**src/rtl/core/trtp_pkg.sv**
```systemverilog
// ----------------------------------------------------------------------------
// trtp_pkg
// shared types and constants of the tga rle tile packer
// ----------------------------------------------------------------------------
`default_nettype none

package trtp_pkg;

	localparam int unsigned BYTE_W      = 8;
	localparam int unsigned NIBBLE_W    = 4;
	localparam int unsigned TILE_EDGE   = 16;
	localparam int unsigned ROW_BITS_W  = TILE_EDGE * NIBBLE_W;
	localparam int unsigned PAIR_W      = 16;
	localparam int unsigned HDR_RUN_BIT = 7;
	localparam int unsigned HDR_CNT_W   = 7;
	localparam int unsigned PIX_MAX     = 15;

	localparam int unsigned CFG_IDX_W  = 2;
	localparam int unsigned CFG_DATA_W = 11;
	localparam int unsigned TILES_W    = 7;
	localparam int unsigned HEIGHT_W   = 11;

	localparam logic [CFG_IDX_W-1:0] CFG_RLE_MODE     = 2'd0;
	localparam logic [CFG_IDX_W-1:0] CFG_TILES_ACROSS = 2'd1;
	localparam logic [CFG_IDX_W-1:0] CFG_IMAGE_HEIGHT = 2'd2;
	localparam logic [CFG_IDX_W-1:0] CFG_TOP_DOWN     = 2'd3;

	typedef struct packed {
		logic push;
		logic use_run;
		logic load_run;
	} trtp_cmd_t;

	typedef struct packed {
		logic group_full;
		logic image_end;
		logic out_free;
	} trtp_sts_t;

endpackage

`default_nettype wire

```
**src/rtl/core/trtp_ctrl.sv**
```systemverilog
// ----------------------------------------------------------------------------
// trtp_ctrl
// packet decoder and run sequencer, issues one pixel push per cycle unless the output register is held
// ----------------------------------------------------------------------------
`default_nettype none

module trtp_ctrl
	import trtp_pkg::*;
(
	input  wire logic              clk,
	input  wire logic              arst_n,
	input  wire logic              rle_mode,
	input  wire logic              in_valid,
	output logic                   in_ready,
	input  wire logic [BYTE_W-1:0] data_byte,
	input  wire trtp_sts_t         sts,
	output trtp_cmd_t              cmd
);

	localparam logic ST_IDLE = 1'b0;
	localparam logic ST_RUN  = 1'b1;

	logic                 state_q, state_n;
	logic [BYTE_W-1:0]    repeat_q, repeat_n;
	logic                 expect_q, expect_n;
	logic [HDR_CNT_W-1:0] remain_q, remain_n;
	logic                 accept;

	assign in_ready = (state_q == ST_IDLE) && (sts.out_free || !sts.group_full);
	assign accept   = in_valid && in_ready;

	always_comb begin
		state_n  = state_q;
		repeat_n = repeat_q;
		expect_n = expect_q;
		remain_n = remain_q;
		cmd      = '0;
		unique case (state_q)
			ST_IDLE: begin
				if (accept) begin
					if (!rle_mode) begin
						cmd.push = 1'b1;
					end else if (expect_q) begin
						expect_n     = 1'b0;
						cmd.load_run = 1'b1;
						cmd.push     = 1'b1;
						if (repeat_q[HDR_RUN_BIT]) begin
							repeat_n = '0;
							remain_n = repeat_q[HDR_CNT_W-1:0];
							if ((repeat_q[HDR_CNT_W-1:0] != '0) && !sts.image_end) begin
								state_n = ST_RUN;
							end
						end else begin
							repeat_n = {1'b0, repeat_q[HDR_CNT_W-1:0]};
						end
					end else if (repeat_q != '0) begin
						repeat_n = repeat_q - BYTE_W'(1);
						cmd.push = 1'b1;
					end else begin
						repeat_n = data_byte;
						expect_n = 1'b1;
					end
				end
			end
			ST_RUN: begin
				if (sts.out_free || !sts.group_full) begin
					cmd.push    = 1'b1;
					cmd.use_run = 1'b1;
					remain_n    = remain_q - HDR_CNT_W'(1);
					if ((remain_q == HDR_CNT_W'(1)) || sts.image_end) begin
						state_n = ST_IDLE;
					end
				end
			end
			default: begin
				state_n = ST_IDLE;
			end
		endcase
		if (cmd.push && sts.image_end) begin
			repeat_n = '0;
			expect_n = 1'b0;
			state_n  = ST_IDLE;
		end
	end

	always_ff @(posedge clk or negedge arst_n) begin
		if (!arst_n) begin
			state_q  <= ST_IDLE;
			repeat_q <= '0;
			expect_q <= 1'b0;
			remain_q <= '0;
		end else begin
			state_q  <= state_n;
			repeat_q <= repeat_n;
			expect_q <= expect_n;
			remain_q <= remain_n;
		end
	end

endmodule

`default_nettype wire

```
**src/rtl/core/trtp_dp.sv**
```systemverilog
// ----------------------------------------------------------------------------
// trtp_dp
// pixel packing shift register, row and column counters, output register
// ----------------------------------------------------------------------------
`default_nettype none

module trtp_dp
	import trtp_pkg::*;
#(
	parameter int MAX_TILES_ACROSS = 64,
	parameter int MAX_HEIGHT       = 1024
) (
	input  wire logic                  clk,
	input  wire logic                  arst_n,
	input  wire trtp_cmd_t             cmd,
	input  wire logic [BYTE_W-1:0]     data_byte,
	input  wire logic [TILES_W-1:0]    tiles_across,
	input  wire logic [HEIGHT_W-1:0]   image_height,
	input  wire logic                  top_down,
	output trtp_sts_t                  sts,
	output logic                       out_valid,
	input  wire logic                  out_ready,
	output logic [ROW_BITS_W-1:0]      row_bits,
	output logic [PAIR_W-1:0]          pair_index,
	output logic                       last_word
);

	localparam int COL_W = (MAX_TILES_ACROSS > 1) ? $clog2(MAX_TILES_ACROSS) : 1;
	localparam int ET_W  = $clog2(MAX_TILES_ACROSS + 1);
	localparam int ROW_W = $clog2(MAX_HEIGHT);
	localparam int EH_W  = $clog2(MAX_HEIGHT + 1);
	localparam int PIG_W = $clog2(TILE_EDGE);

	logic [BYTE_W-1:0]     run_value_q;
	logic [ROW_BITS_W-1:0] packed_q;
	logic [PIG_W-1:0]      pig_q;
	logic [COL_W-1:0]      group_q;
	logic [ROW_W-1:0]      rows_q;

	logic [ET_W-1:0]       eff_tiles;
	logic [EH_W-1:0]       eff_height;
	logic [EH_W-1:0]       height_m1;
	logic [ROW_W-1:0]      row;
	logic [COL_W-1:0]      col;
	logic [ROW_W-1:0]      cur_row;
	logic                  last_col;
	logic                  last_row;
	logic [31:0]           pair_sum;
	logic [BYTE_W-1:0]     src;
	logic [NIBBLE_W-1:0]   pix;
	logic [ROW_BITS_W-1:0] shifted;

	always_comb begin
		if (tiles_across == '0) begin
			eff_tiles = ET_W'(1);
		end else if (32'(tiles_across) > 32'(MAX_TILES_ACROSS)) begin
			eff_tiles = ET_W'(MAX_TILES_ACROSS);
		end else begin
			eff_tiles = ET_W'(tiles_across);
		end
		if (image_height == '0) begin
			eff_height = EH_W'(1);
		end else if (32'(image_height) > 32'(MAX_HEIGHT)) begin
			eff_height = EH_W'(MAX_HEIGHT);
		end else begin
			eff_height = EH_W'(image_height);
		end
	end

	assign height_m1 = eff_height - EH_W'(1);

	always_comb begin
		if (32'(rows_q) >= 32'(eff_height)) begin
			row = ROW_W'(height_m1);
		end else begin
			row = rows_q;
		end
		if (32'(group_q) >= 32'(eff_tiles)) begin
			col = COL_W'(eff_tiles - ET_W'(1));
		end else begin
			col = group_q;
		end
	end

	assign last_col = (32'(col) == (32'(eff_tiles) - 32'd1));
	assign last_row = (32'(row) == 32'(height_m1));
	assign cur_row  = top_down ? row : ROW_W'(height_m1 - EH_W'(row));
	assign pair_sum = 32'(cur_row[3:0])
		+ ((32'(cur_row >> 4) * 32'(eff_tiles) + 32'(col)) << 4);

	assign src     = cmd.use_run ? run_value_q : data_byte;
	assign pix     = (src > BYTE_W'(PIX_MAX)) ? '0 : src[NIBBLE_W-1:0];
	assign shifted = {pix, packed_q[ROW_BITS_W-1:NIBBLE_W]};

	assign sts.group_full = (pig_q == PIG_W'(TILE_EDGE - 1));
	assign sts.image_end  = sts.group_full && last_col && last_row;
	assign sts.out_free   = !out_valid || out_ready;

	// packing and position counters
	always_ff @(posedge clk or negedge arst_n) begin
		if (!arst_n) begin
			run_value_q <= '0;
			packed_q    <= '0;
			pig_q       <= '0;
			group_q     <= '0;
			rows_q      <= '0;
		end else begin
			if (cmd.load_run) begin
				run_value_q <= data_byte;
			end
			if (cmd.push) begin
				packed_q <= shifted;
				if (sts.group_full) begin
					pig_q <= '0;
					if (last_col) begin
						group_q <= '0;
						if (last_row) begin
							run_value_q <= '0;
							packed_q    <= '0;
							rows_q      <= '0;
						end else begin
							rows_q <= row + ROW_W'(1);
						end
					end else begin
						group_q <= col + COL_W'(1);
					end
				end else begin
					pig_q <= pig_q + PIG_W'(1);
				end
			end
		end
	end

	// output register
	always_ff @(posedge clk or negedge arst_n) begin
		if (!arst_n) begin
			out_valid <= 1'b0;
		end else if (cmd.push && sts.group_full) begin
			out_valid <= 1'b1;
		end else if (out_ready) begin
			out_valid <= 1'b0;
		end
	end

	always_ff @(posedge clk) begin
		if (cmd.push && sts.group_full) begin
			row_bits   <= shifted;
			pair_index <= pair_sum[PAIR_W-1:0];
			last_word  <= last_col && last_row;
		end
	end

endmodule

`default_nettype wire

```
**src/rtl/core/tga_rle_tile_packer.sv**
```systemverilog
// ----------------------------------------------------------------------------
// tga_rle_tile_packer
// 8-bit indexed tga pixel stream to 64-bit 4-bit-per-pixel tile rows
// ----------------------------------------------------------------------------
// usage:
//   in channel (in_valid/in_ready, data_byte) takes one pixel data byte per
//   transfer; out channel (out_valid/out_ready) gives row_bits, pair_index
//   and last_word; cfg channel (cfg_valid/cfg_ready, cfg_index, cfg_data)
//   writes rle_mode, tiles_across, image_height and top_down, always ready.
//   raw pixels, headers and literal bytes: one byte per cycle while in_ready is high.
//   a run packet of n pixels takes its value byte with the first pixel, and
//   in_ready stays low while the remaining n-1 are pushed (or until the
//   image ends), since the packing shift register adds one pixel per push.
//   a row word is registered and valid the cycle after its sixteenth pixel.
//   a single output register holds the word; while it is full and not taken,
//   only the pixel that would complete the next word waits.
//   reset loads the register defaults (raw mode, 4 tiles, 16 rows, top-down)
//   and starts a fresh image; after the last word the block starts over.
// ----------------------------------------------------------------------------
`default_nettype none

module tga_rle_tile_packer
	import trtp_pkg::*;
#(
	parameter int MAX_TILES_ACROSS = 64,
	parameter int MAX_HEIGHT       = 1024
) (
	input  wire logic                  clk,
	input  wire logic                  arst_n,
	input  wire logic                  in_valid,
	output logic                       in_ready,
	input  wire logic [BYTE_W-1:0]     data_byte,
	output logic                       out_valid,
	input  wire logic                  out_ready,
	output logic [ROW_BITS_W-1:0]      row_bits,
	output logic [PAIR_W-1:0]          pair_index,
	output logic                       last_word,
	input  wire logic                  cfg_valid,
	output logic                       cfg_ready,
	input  wire logic [CFG_IDX_W-1:0]  cfg_index,
	input  wire logic [CFG_DATA_W-1:0] cfg_data
);

	logic                rle_mode_q;
	logic [TILES_W-1:0]  tiles_q;
	logic [HEIGHT_W-1:0] height_q;
	logic                top_down_q;
	trtp_cmd_t           cmd;
	trtp_sts_t           sts;

	assign cfg_ready = 1'b1;

	always_ff @(posedge clk or negedge arst_n) begin
		if (!arst_n) begin
			rle_mode_q <= 1'b0;
			tiles_q    <= TILES_W'(4);
			height_q   <= HEIGHT_W'(16);
			top_down_q <= 1'b1;
		end else if (cfg_valid && cfg_ready) begin
			unique case (cfg_index)
				CFG_RLE_MODE:     rle_mode_q <= cfg_data[0];
				CFG_TILES_ACROSS: tiles_q    <= cfg_data[TILES_W-1:0];
				CFG_IMAGE_HEIGHT: height_q   <= cfg_data[HEIGHT_W-1:0];
				CFG_TOP_DOWN:     top_down_q <= cfg_data[0];
				default: begin
				end
			endcase
		end
	end

	trtp_ctrl u_ctrl (
		.clk       (clk),
		.arst_n    (arst_n),
		.rle_mode  (rle_mode_q),
		.in_valid  (in_valid),
		.in_ready  (in_ready),
		.data_byte (data_byte),
		.sts       (sts),
		.cmd       (cmd)
	);

	trtp_dp #(
		.MAX_TILES_ACROSS (MAX_TILES_ACROSS),
		.MAX_HEIGHT       (MAX_HEIGHT)
	) u_dp (
		.clk          (clk),
		.arst_n       (arst_n),
		.cmd          (cmd),
		.data_byte    (data_byte),
		.tiles_across (tiles_q),
		.image_height (height_q),
		.top_down     (top_down_q),
		.sts          (sts),
		.out_valid    (out_valid),
		.out_ready    (out_ready),
		.row_bits     (row_bits),
		.pair_index   (pair_index),
		.last_word    (last_word)
	);

`ifndef NO_ASSERTIONS
	a_no_overwrite: assert property (@(posedge clk) disable iff (!arst_n)
		cmd.push && sts.group_full |-> sts.out_free)
		else $error("row word completed while output register is held");

	a_end_marks_last: assert property (@(posedge clk) disable iff (!arst_n)
		cmd.push && sts.image_end |=> out_valid && last_word)
		else $error("image end did not emit a last word");

	a_raw_push: assert property (@(posedge clk) disable iff (!arst_n)
		in_valid && in_ready && !rle_mode_q |-> cmd.push && !cmd.use_run)
		else $error("raw byte transfer without a pixel push");
`endif

endmodule

`default_nettype wire

```
**config.mk**
```make
export PLATFORM = sky130hd
export DESIGN_NAME = tga_rle_tile_packer
export DESIGN_NICKNAME = d
export VERILOG_FILES = /design/src/rtl/core/trtp_pkg.sv /design/src/rtl/core/trtp_ctrl.sv /design/src/rtl/core/trtp_dp.sv /design/src/rtl/core/tga_rle_tile_packer.sv
export SDC_FILE = /design/constraint.sdc
export NUM_CORES = 1
export LEC_CHECK = 0
export BUFFER_PORTS_ARGS = -buffer_cell sky130_fd_sc_hd__buf_4
export CORE_ASPECT_RATIO = 1.4
export CORE_MARGIN = 2
export CORE_UTILIZATION = 35
export CTS_CLUSTER_DIAMETER = 50
export DETAILED_ROUTE_END_ITERATION = 8
export PLACE_DENSITY = 0.52
export SYNTH_ARGS = -nofsm -noshare
export SYNTH_HDL_FRONTEND = slang
export SYNTH_SLANG_ARGS = --single-unit
```
**constraint.sdc**
```tcl
create_clock -name clk -period 8.3 [get_ports clk]
set_input_delay 1.66 -clock clk [delete_from_list [all_inputs] [get_ports clk]]
set_output_delay 1.66 -clock clk [all_outputs]
set_load 0.1 [all_outputs]
```
Yosys cells after proc, flatten, opt, wreduce, memory -nomap -nowiden. Cells that the tools add are included.

Add/subtract/negate cells: 11. Multiply operators: 1. Div/mod/pow operators: 0. Order comparisons: 5. Equality and inequality tests: 14. Shift-type cells: 0. Muxes and demuxes: 61. Bitwise gates (word level): 1. Reductions and logical operators: 31.

Operators by type and width (number): two-way mux 64 bit (3); two-way mux 8 bit (12); two-way mux 7 bit (8); equality test 6 x 32 -> 1 bit (1); two-way mux 10 bit (3); two-way mux 1 bit (25); two-way mux 11 bit (2); adder 4 x 16 -> 16 bit (1); case mux 7 bit (2 select lines) (1); adder 12 x 6 -> 12 bit (1); multiplier 6 x 7 -> 12 bit (1); two-way mux 6 bit (2); equality test 10 x 11 -> 1 bit (1); greater-or-equal comparator 10 x 11 -> 1 bit (1); > comparator 11 bit, second input constant (1); logical NOT 11 bit (1); subtractor 11 x 1 -> 11 bit, second input constant (1); adder 10 x 1 -> 10 bit, second input constant (1); AND reduction 2 bit (5); subtractor 10 bit (1); > comparator 8 x 4 -> 1 bit, second input constant (1); logical AND 1 bit (8); two-way mux 4 bit (2); nonzero test 8 bit (1); other kinds (27) (40).

Register bits after elaboration: 211. Latch bits: 0. Bits in writable memories: 0. Memory bits (read-only): 0. Input port bits: 26. Output and inout bits: 84. Logic and storage cells: 142. Memories kept: 0.

Logic depth before layout (Yosys ltp). Gate-level depths: netlist of run 1.

Depth after elaboration: 17. Mapped depth: 44. Mapped depth without buffers: 42.

Cells and area by module. Synthesis of run 1 repeated with hierarchy kept, for this count alone.

Cells, all modules: 1172. Area total of the unflattened synthesis: 12522.0 um^2.

Modules (own cells, without submodules): trtp_dp (instances 1, cells each 979, area each 10522.6 um^2, sequential area each 4659.5 um^2); trtp_ctrl (instances 1, cells each 146, area each 1203.7 um^2, sequential area each 425.4 um^2); tga_rle_tile_packer (instances 1, cells each 47, area each 795.8 um^2, sequential area each 504.2 um^2).

Worst setup path after synthesis of run 1. Ideal clock, no wire load.

Path kind: reg-to-reg. Start point: register height_q[5]. End point: register u_dp.pair_index[15] (data pin). Setup time: 260 ps. Arrival: 8654 ps. Required time: 8040 ps. Path slack: -614 ps. Cell stages (with the launch flop): 43. Path buffers: 2. Period minus slack after synthesis: 8914 ps. Cells stage by stage: dfrtp_1 buf_2 or3_4 nand3b_1 nor2_1 o21bai_1 inv_1 ha_1 nand2b_1 a211oi_1 o211ai_1 a21o_1 buf_2 mux2i_1 inv_1 ha_1 maj3_1 o211ai_2 [7 not listed] or2_1 fa_1 fa_1 inv_1 fa_1 inv_1 fa_1 inv_1 ha_1 inv_1 o21bai_1 a21oi_1 o21bai_1 a21oi_1 o21bai_1 a21oi_1 xnor2_1 xnor2_1.

Cells in the longest elaborated chain, start to end: 10. Elaborated cells between the ends (all ways): 12. Those cells by class: 4 x add/sub; 1 x mul; 2 x order compare; 4 x mux; 1 x reduce/logical.

RTL lines: start: declaration (RTL line tga_rle_tile_packer.sv:46) `logic [HEIGHT_W-1:0] height_q;`; start signal: assignment (RTL line tga_rle_tile_packer.sv:63) `CFG_IMAGE_HEIGHT: height_q <= cfg_data[HEIGHT_W-1:0];`; > comparator 11 bit (RTL line trtp_dp.sv:63) `end else if (32'(image_height) > 32'(MAX_HEIGHT)) begin`; two-way mux 11 bit (RTL line trtp_dp.sv:63); two-way mux 11 bit (*) (RTL line trtp_dp.sv:61) `if (image_height == '0) begin`; subtractor 11 x 1 -> 11 bit / greater-or-equal comparator 10 x 11 -> 1 bit (equally long branches) (RTL line trtp_dp.sv:70, trtp_dp.sv:73); two-way mux 10 bit (RTL line trtp_dp.sv:73) `if (32'(rows_q) >= 32'(eff_height)) begin`; subtractor 10 bit (RTL line trtp_dp.sv:87) `assign cur_row = top_down ? row : ROW_W'(height_m1 - EH_W'(row));`; two-way mux 10 bit (*) (RTL line trtp_dp.sv:87); multiplier 6 x 7 -> 12 bit (RTL line trtp_dp.sv:89) `+ ((32'(cur_row >> 4) * 32'(eff_tiles) + 32'(col)) << 4);`; adder 12 x 6 -> 12 bit (RTL line trtp_dp.sv:89); adder 4 x 16 -> 16 bit (*) (RTL line trtp_dp.sv:89); named net u_dp.pair_sum[15] (RTL line trtp_dp.sv:48) `logic [31:0] pair_sum;`; end signal: assignment (RTL line trtp_dp.sv:148) `pair_index <= pair_sum[PAIR_W-1:0];`; end: declaration (RTL line trtp_dp.sv:24) `output logic [PAIR_W-1:0] pair_index,`.

Mark *: on every way through the listed nets, which the timed path passes. The rest lies on a longest branch. A chain may end at the register's enable or synchronous reset.

Worst setup path in the final report of run 1. Ends and elaborated chain as after synthesis.

==> results of run 1 <==
## per-layer routing
metal,up-vias,routed length (µm)
met5,-,0
met4,0,671
met3,37,1541
met2,184,14930
met1,4214,11930
li1,4227,-
## flip-flops by register name, summed over array words and instances (netlist names)
name,count
u_dp.rows_q,10
top_down_q,1
u_dp.group_q,6
u_ctrl.remain_q,7
u_dp.pair_index,16
rle_mode_q,1
u_dp.out_valid,1
u_dp.last_word,1
u_dp.run_value_q,8
u_dp.row_bits,64
height_q,11
u_ctrl.state_q,1
u_dp.pig_q,4
tiles_q,7
u_ctrl.repeat_q,8
u_dp.packed_q,60
u_ctrl.expect_q,1
## kinds of logic after synthesis
group	Yosys count	share of synthesized area
fa+ha+maj	90	0.1123
simple gates	384	0.1502
compound gates	236	0.1329
xor+xnor	43	0.03270
buf+inv	103	0.03910
mux	51	0.04725
other cells	1	0.0003256
flops	207	0.4852
## area by class of cell
cell class	instances	area (µm²)
Fill cell	3221	18230
Sequential cell	207	5589
Multi-Input combinational cell	805	5565
Timing Repair Buffer	174	1310
Clock buffer	35	745.7
Tap cell	440	550.5
Inverter	58	219.0
Clock inverter	15	195.2
## cells in the mapped netlist, types with 6 or more instances
library cell,number,share of area
nand2_1,184,0.060
dfrtp_1,123,0.27
nor2_1,87,0.028
edfxtp_1,81,0.21
o21ai_1,68,0.030
ha_1,65,0.071
inv_1,57,0.019
o21ai_0,44,0.019
a21oi_1,39,0.017
xnor2_1,35,0.027
mux2i_1,27,0.023
fa_1,23,0.040
mux2_2,23,0.022
clkbuf_1,20,0.0065
nand2b_1,18,0.0098
nor3_1,17,0.0074
nand3_1,16,0.0070
buf_2,12,0.0052
nor4_1,10,0.0054
or2_2,10,0.0054
buf_4,9,0.0059
o31ai_1,8,0.0052
or3_1,8,0.0043
xor2_1,8,0.0061
a21o_1,7,0.0046
o211ai_1,7,0.0046
o22ai_1,7,0.0038
a211oi_1,6,0.0039
## stage by stage
| step | hold slack (ps) | worst slack, ps | power, µW |
|---|---|---|---|
| floorplan | 424.8 | -184.4 | 3416 |
| global placement | 430.2 | 94.17 | 4096 |
| detailed placement | 441.3 | -14.24 | 4112 |
| CTS | 456.0 | 1.714 | 5382 |
| global route | 469.3 | -465.9 | 5856 |
| finish | 451.6 | 32.71 | 5381 |
## worst max-delay path: cells and delay by family, from the launching register on
family / cells / cell delay (ps)
mux: 2 / 320
flops: 1 / 380
compound gates: 17 / 2470
fa+ha+maj: 8 / 3010
buf+inv: 7 / 500
xor+xnor: 2 / 250
simple gates: 5 / 1080
## worst max path at each step
stage / from / endpoint / depth (start not counted)
CTS: height_q[5]$_DFFE_PN0P_ / u_dp.pair_index[15]$_DFFE_PP_ / 41
global placement: height_q[5]$_DFFE_PN0P_ / u_dp.pair_index[15]$_DFFE_PP_ / 42
detailed placement: height_q[5]$_DFFE_PN0P_ / u_dp.pair_index[15]$_DFFE_PP_ / 42
global route: height_q[5]$_DFFE_PN0P_ / u_dp.pair_index[15]$_DFFE_PP_ / 41
floorplan: height_q[5]$_DFFE_PN0P_ / u_dp.pair_index[15]$_DFFE_PP_ / 42
finish: height_q[5]$_DFFE_PN0P_ / u_dp.pair_index[15]$_DFFE_PP_ / 41
## timing repair
item,4_1_cts,5_1_grt
resized for setup,2,12
setup endpoints to repair,2,4
pin swaps,5,16
setup buffers,2,10
## where the power goes
part	switching, µW	internal (µW)	total, µW
registers	204	1380	1580
logic	1480	1100	2590
clock network	474	738	1210
total	2160	3220	5380
==> results.json, run 1 <==
{
  "r2r_slack_ps": 30,
  "dp_hpwl_mm": 20.14,
  "cts_tree": "done",
  "clock_latency_ps": 560,
  "cts_buffer_depth": 3,
  "ir_drop_mv": 0.2121,
  "drv_slew": 0,
  "layout.cells.non_filler": 1734,
  "dieHeight_um": 218.7,
  "drive_gt1_frac": 0.2311,
  "maxCapViolations": 0,
  "ys_types": 81,
  "met3_usage": 0.03510,
  "cts_htree_levels": 1,
  "rsz0062_at_grt": "true",
  "timing.rr.end": "u_dp.pair_index[15]$_DFFE_PP_",
  "finish.instance_area_mm2": 0.01417,
  "io_pins": 110,
  "grt.total_usage": 0.1738,
  "fp.coreArea_mm2": 0.03240,
  "clock-sinks": 207,
  "dieArea_mm2": 0.03440,
  "end_kind": "register",
  "ys_ff_latch": 207,
  "tns_ps": 0,
  "fin_nets": 1387,
  "status": "finished, final reports clean",
  "hold_path_class": "register to register",
  "area_delta_synth_final_pct": 23.06,
  "synth_edf_count": 81,
  "syn_area_mm2": 0.01152,
  "row_count": 78,
  "grt_use_met1": 0.2147,
  "max_freq_mhz": 121.0,
  "r2r.worst_path.cells": 41,
  "post-route-util": 0.4375,
  "num_antenna_cells": 0,
  "ant_nets": 0,
  "relSlewSlack": 0.3614,
  "min_period_ps": 8267,
  "pwr_density_cell_mw_per_mm2": 379.6,
  "portBuffers": 108,
  "fin_skew_ps": 22.29,
  "use_met2": 0.3039,
  "avgSynthCellArea_um2": 10.33,
  "max_stage_delay_ps": 510,
  "dp.cells": 1672,
  "grt_pass1_vias": 8822,
  "grt_pass1_wl_mm": 47.61,
  "grt_max_degree": 74,
  "start_util": 0.3555,
  "p_leak_uw": 0.006105,
  "globalplace.congestion": 0.8447,
  "grt-ovfl-total": 0,
  "clk_pin_slew_worst_paths_ps": 60,
  "cp.arrival_ps": 8550,
  "worst_pin_slew_ps": 957.9,
  "finalHoldViolCount": 0,
  "place_area_mm2": 0.01309,
  "synth_warnings": 0,
  "drt_iter0_markers": 685,
  "syn_inst": 1115,
  "async_reset_ff_frac": 0.6087,
  "drt_first_pass_iters": 5,
  "post-route-drc-count": 0,
  "hold_depth": 0,
  "vias": 8662,
  "holdPathEnd": "u_dp.row_bits[1]$_DFFE_PP_",
  "synthFlopType": "dfrtp_1",
  "hp-start": "u_dp.packed_q[5]$_DFFE_PN0N_",
  "antenna_found_initial": 0,
  "fin_crit_sh": 0.9961,
  "cts_buffers": 27,
  "seq_area_frac_synth": 0.4852,
  "wl_mm": 29.07,
  "wl_per_cell_um": 16.77,
  "viasPerCell": 4.995,
  "worstPathMaxFanout": 3,
  "cts_hold_buf": 0,
  "dieWidth_um": 157.3,
  "criticalPathCategory": "register to register",
  "required_ps": 8590,
  "reg2reg_from": "height_q[5]$_DFFE_PN0P_",
  "final_cell_mix": "184 x nand2_1, 173 x buf_4, 123 x dfrtp_1",
  "start_kind": "register",
  "cts_root_buf": "clkbuf_16",
  "setup_violations": 0,
  "syn-num-nets": 1229,
  "final_common_cell": "nand2_1",
  "worst_path_max_delay_cell": "fa_1",
  "top_usage_layer": "met2"
}
Note: power is estimated with default switching activity, not from simulation.
==> run 2, diff against run 1 <==
- CELL_PAD_IN_SITES_DETAIL_PLACEMENT: unset -> 1
- CELL_PAD_IN_SITES_GLOBAL_PLACEMENT: unset -> 1
- PLACE_DENSITY: 0.52 -> 0.68
==> results.json, run 2 (synthesized netlist as in run 1, its figures left out) <==
{
  "status": "finished with violations",
  "violations": "setup timing",
  "final_cell_mix": "184 x nand2_1, 167 x buf_4, 123 x dfrtp_1",
  "drt_iter0_markers": 399,
  "crit_family": "adder cells",
  "antenna_found_initial": 0,
  "use_met2": 0.3345,
  "fin_nets": 1382,
  "rsz0062_at_grt": "true",
  "min_period_ps": 8347,
  "cp.arrival_ps": 8640,
  "cts_tree": "done",
  "grt.total_usage": 0.1848,
  "wl_mm": 30.93,
  "tns_ps": -66.66,
  "holdPathEnd": "u_dp.row_bits[0]$_DFFE_PP_",
  "grt-ovfl-total": 0,
  "num_antenna_cells": 0,
  "area_delta_synth_final_pct": 22.69,
  "wl_per_cell_um": 17.89,
  "dieWidth_um": 157.3,
  "pwr_density_cell_mw_per_mm2": 383.7,
  "relSlewSlack": 0.2935,
  "end_kind": "register",
  "grt_use_met1": 0.2183,
  "met3_usage": 0.03807,
  "start_util": 0.3555,
  "p_leak_uw": 0.006078,
  "finalHoldViolCount": 0,
  "drv_slew": 0,
  "worst_pin_slew_ps": 1060,
  "grt_max_degree": 79,
  "r2r.worst_path.cells": 40,
  "ant_nets": 0,
  "hold_path_class": "register to register",
  "place_ws_ps": -281.5,
  "place_area_mm2": 0.01308,
  "post-route-drc-count": 0,
  "fin_skew_ps": 17.17,
  "row_count": 78,
  "worstPathMaxFanout": 3,
  "drive_gt1_frac": 0.2327,
  "worst_hold_slack_ps": 458.5,
  "top_regs": "u_dp.row_bits: 64 flops, u_dp.packed_q: 60 flops, u_dp.pair_index: 16 flops",
  "cts_htree_levels": 1,
  "max_freq_mhz": 119.8,
  "dieHeight_um": 218.7,
  "timing.rr.end": "u_dp.pair_index[15]$_DFFE_PP_",
  "fp.coreArea_mm2": 0.03240,
  "dieArea_mm2": 0.03440,
  "drt_first_pass_iters": 4,
  "setup_violations": 2,
  "timing.final.ws_setup_ps": -46.55,
  "criticalPathCategory": "register to register",
  "max_stage_delay_ps": 520,
  "hold_depth": 0,
  "maxCapViolations": 0,
  "dp_hpwl_mm": 21.91,
  "finish.instance_area_mm2": 0.01413,
  "globalplace.congestion": 0.8280,
  "largest_reg_flops": 64,
  "clock_latency_ps": 560,
  "cts_buffers": 27,
  "worst_path_max_delay_cell": "fa_1",
  "cts_hold_buf": 0,
  "vias": 8733,
  "portBuffers": 108,
  "final_common_cell": "nand2_1",
  "io_pins": 110,
  "viasPerCell": 5.051,
  "cts_buffer_depth": 3,
  "fin_crit_sh": 1.006,
  "ir_drop_mv": 0.2098,
  "clk_pin_slew_worst_paths_ps": 60,
  "r2r_slack_ps": -50,
  "start_kind": "register",
  "reg2reg_from": "height_q[5]$_DFFE_PN0P_",
  "top_usage_layer": "met2",
  "clock-sinks": 207,
  "cts_root_buf": "clkbuf_16",
  "top_register": "u_dp.row_bits",
  "required_ps": 8600,
  "hp-start": "u_dp.packed_q[4]$_DFFE_PN0N_",
  "grt_pass1_wl_mm": 50.63,
  "path_buf_inv": 6,
  "grt_pass1_vias": 9541
}
==> run 2: per-layer routing <==
metal,vias to the layer above,share of wire
li1,4202,-
met1,4375,0.41
met5,-,0
met2,118,0.52
met4,0,0.023
met3,38,0.048
==> run 2: layout make-up <==
cell class                      instances  area [µm²]
Clock buffer                           30       716.9
Clock inverter                         20       185.2
Fill cell                            3625       18270
Inverter                               58       220.2
Multi-Input combinational cell        805        5594
Sequential cell                       207        5589
Tap cell                              440       550.5
Timing Repair Buffer                  169        1276
==> run 2: repair_timing <==
action | 4_1_cts | 5_1_grt
endpoints found under the setup margin | 3 | 4
pin swaps | 17 | 20
resized for setup | 8 | 13
setup buffers | 4 | 5
==> run 2: worst register-to-register path, delay by kind of cell (launching register included) <==
| family | cells | cell delay [ps] |
|---|---|---|
| buffers and inverters | 6 | 350 |
| adders and majority gates | 8 | 3000 |
| DFF | 1 | 380 |
| xor gates and xnor gates | 2 | 270 |
| muxes | 2 | 360 |
| AOI/OAI and AO/OA | 17 | 2610 |
| and+or+nand+nor | 5 | 1120 |
==> run 2: worst max path at each step <==
stage | startpoint | end | slack [ps] | depth (start not counted)
floorplan | height_q[5]$_DFFE_PN0P_ | u_dp.pair_index[15]$_DFFE_PP_ | -180 | 42
global placement | height_q[5]$_DFFE_PN0P_ | u_dp.pair_index[15]$_DFFE_PP_ | 40 | 42
detailed placement | height_q[5]$_DFFE_PN0P_ | u_dp.pair_index[15]$_DFFE_PP_ | -280 | 42
CTS | height_q[5]$_DFFE_PN0P_ | u_dp.pair_index[15]$_DFFE_PP_ | -100 | 40
global route | height_q[5]$_DFFE_PN0P_ | u_dp.pair_index[15]$_DFFE_PP_ | -510 | 40
finish | height_q[5]$_DFFE_PN0P_ | u_dp.pair_index[15]$_DFFE_PP_ | -50 | 40
==> run 2: through the flow <==
step                      power (µW)  utilization  cells
final                           5422       0.4362   1729
after global routing            5886       0.4362   1729
after CTS                       5410       0.4340   1724
after detailed placement        4162       0.4037   1670
after global placement          4065       0.4037   1670
after floorplan                 3416            -   1115
==> run 2: power breakdown <==
group          total, µW  switching (µW)  leakage (µW)  internal, µW
registers           1590             211       0.00236          1380
clock network       1160             487      0.000448           670
logic               2670            1540       0.00327          1130
total               5420            2240       0.00608          3180
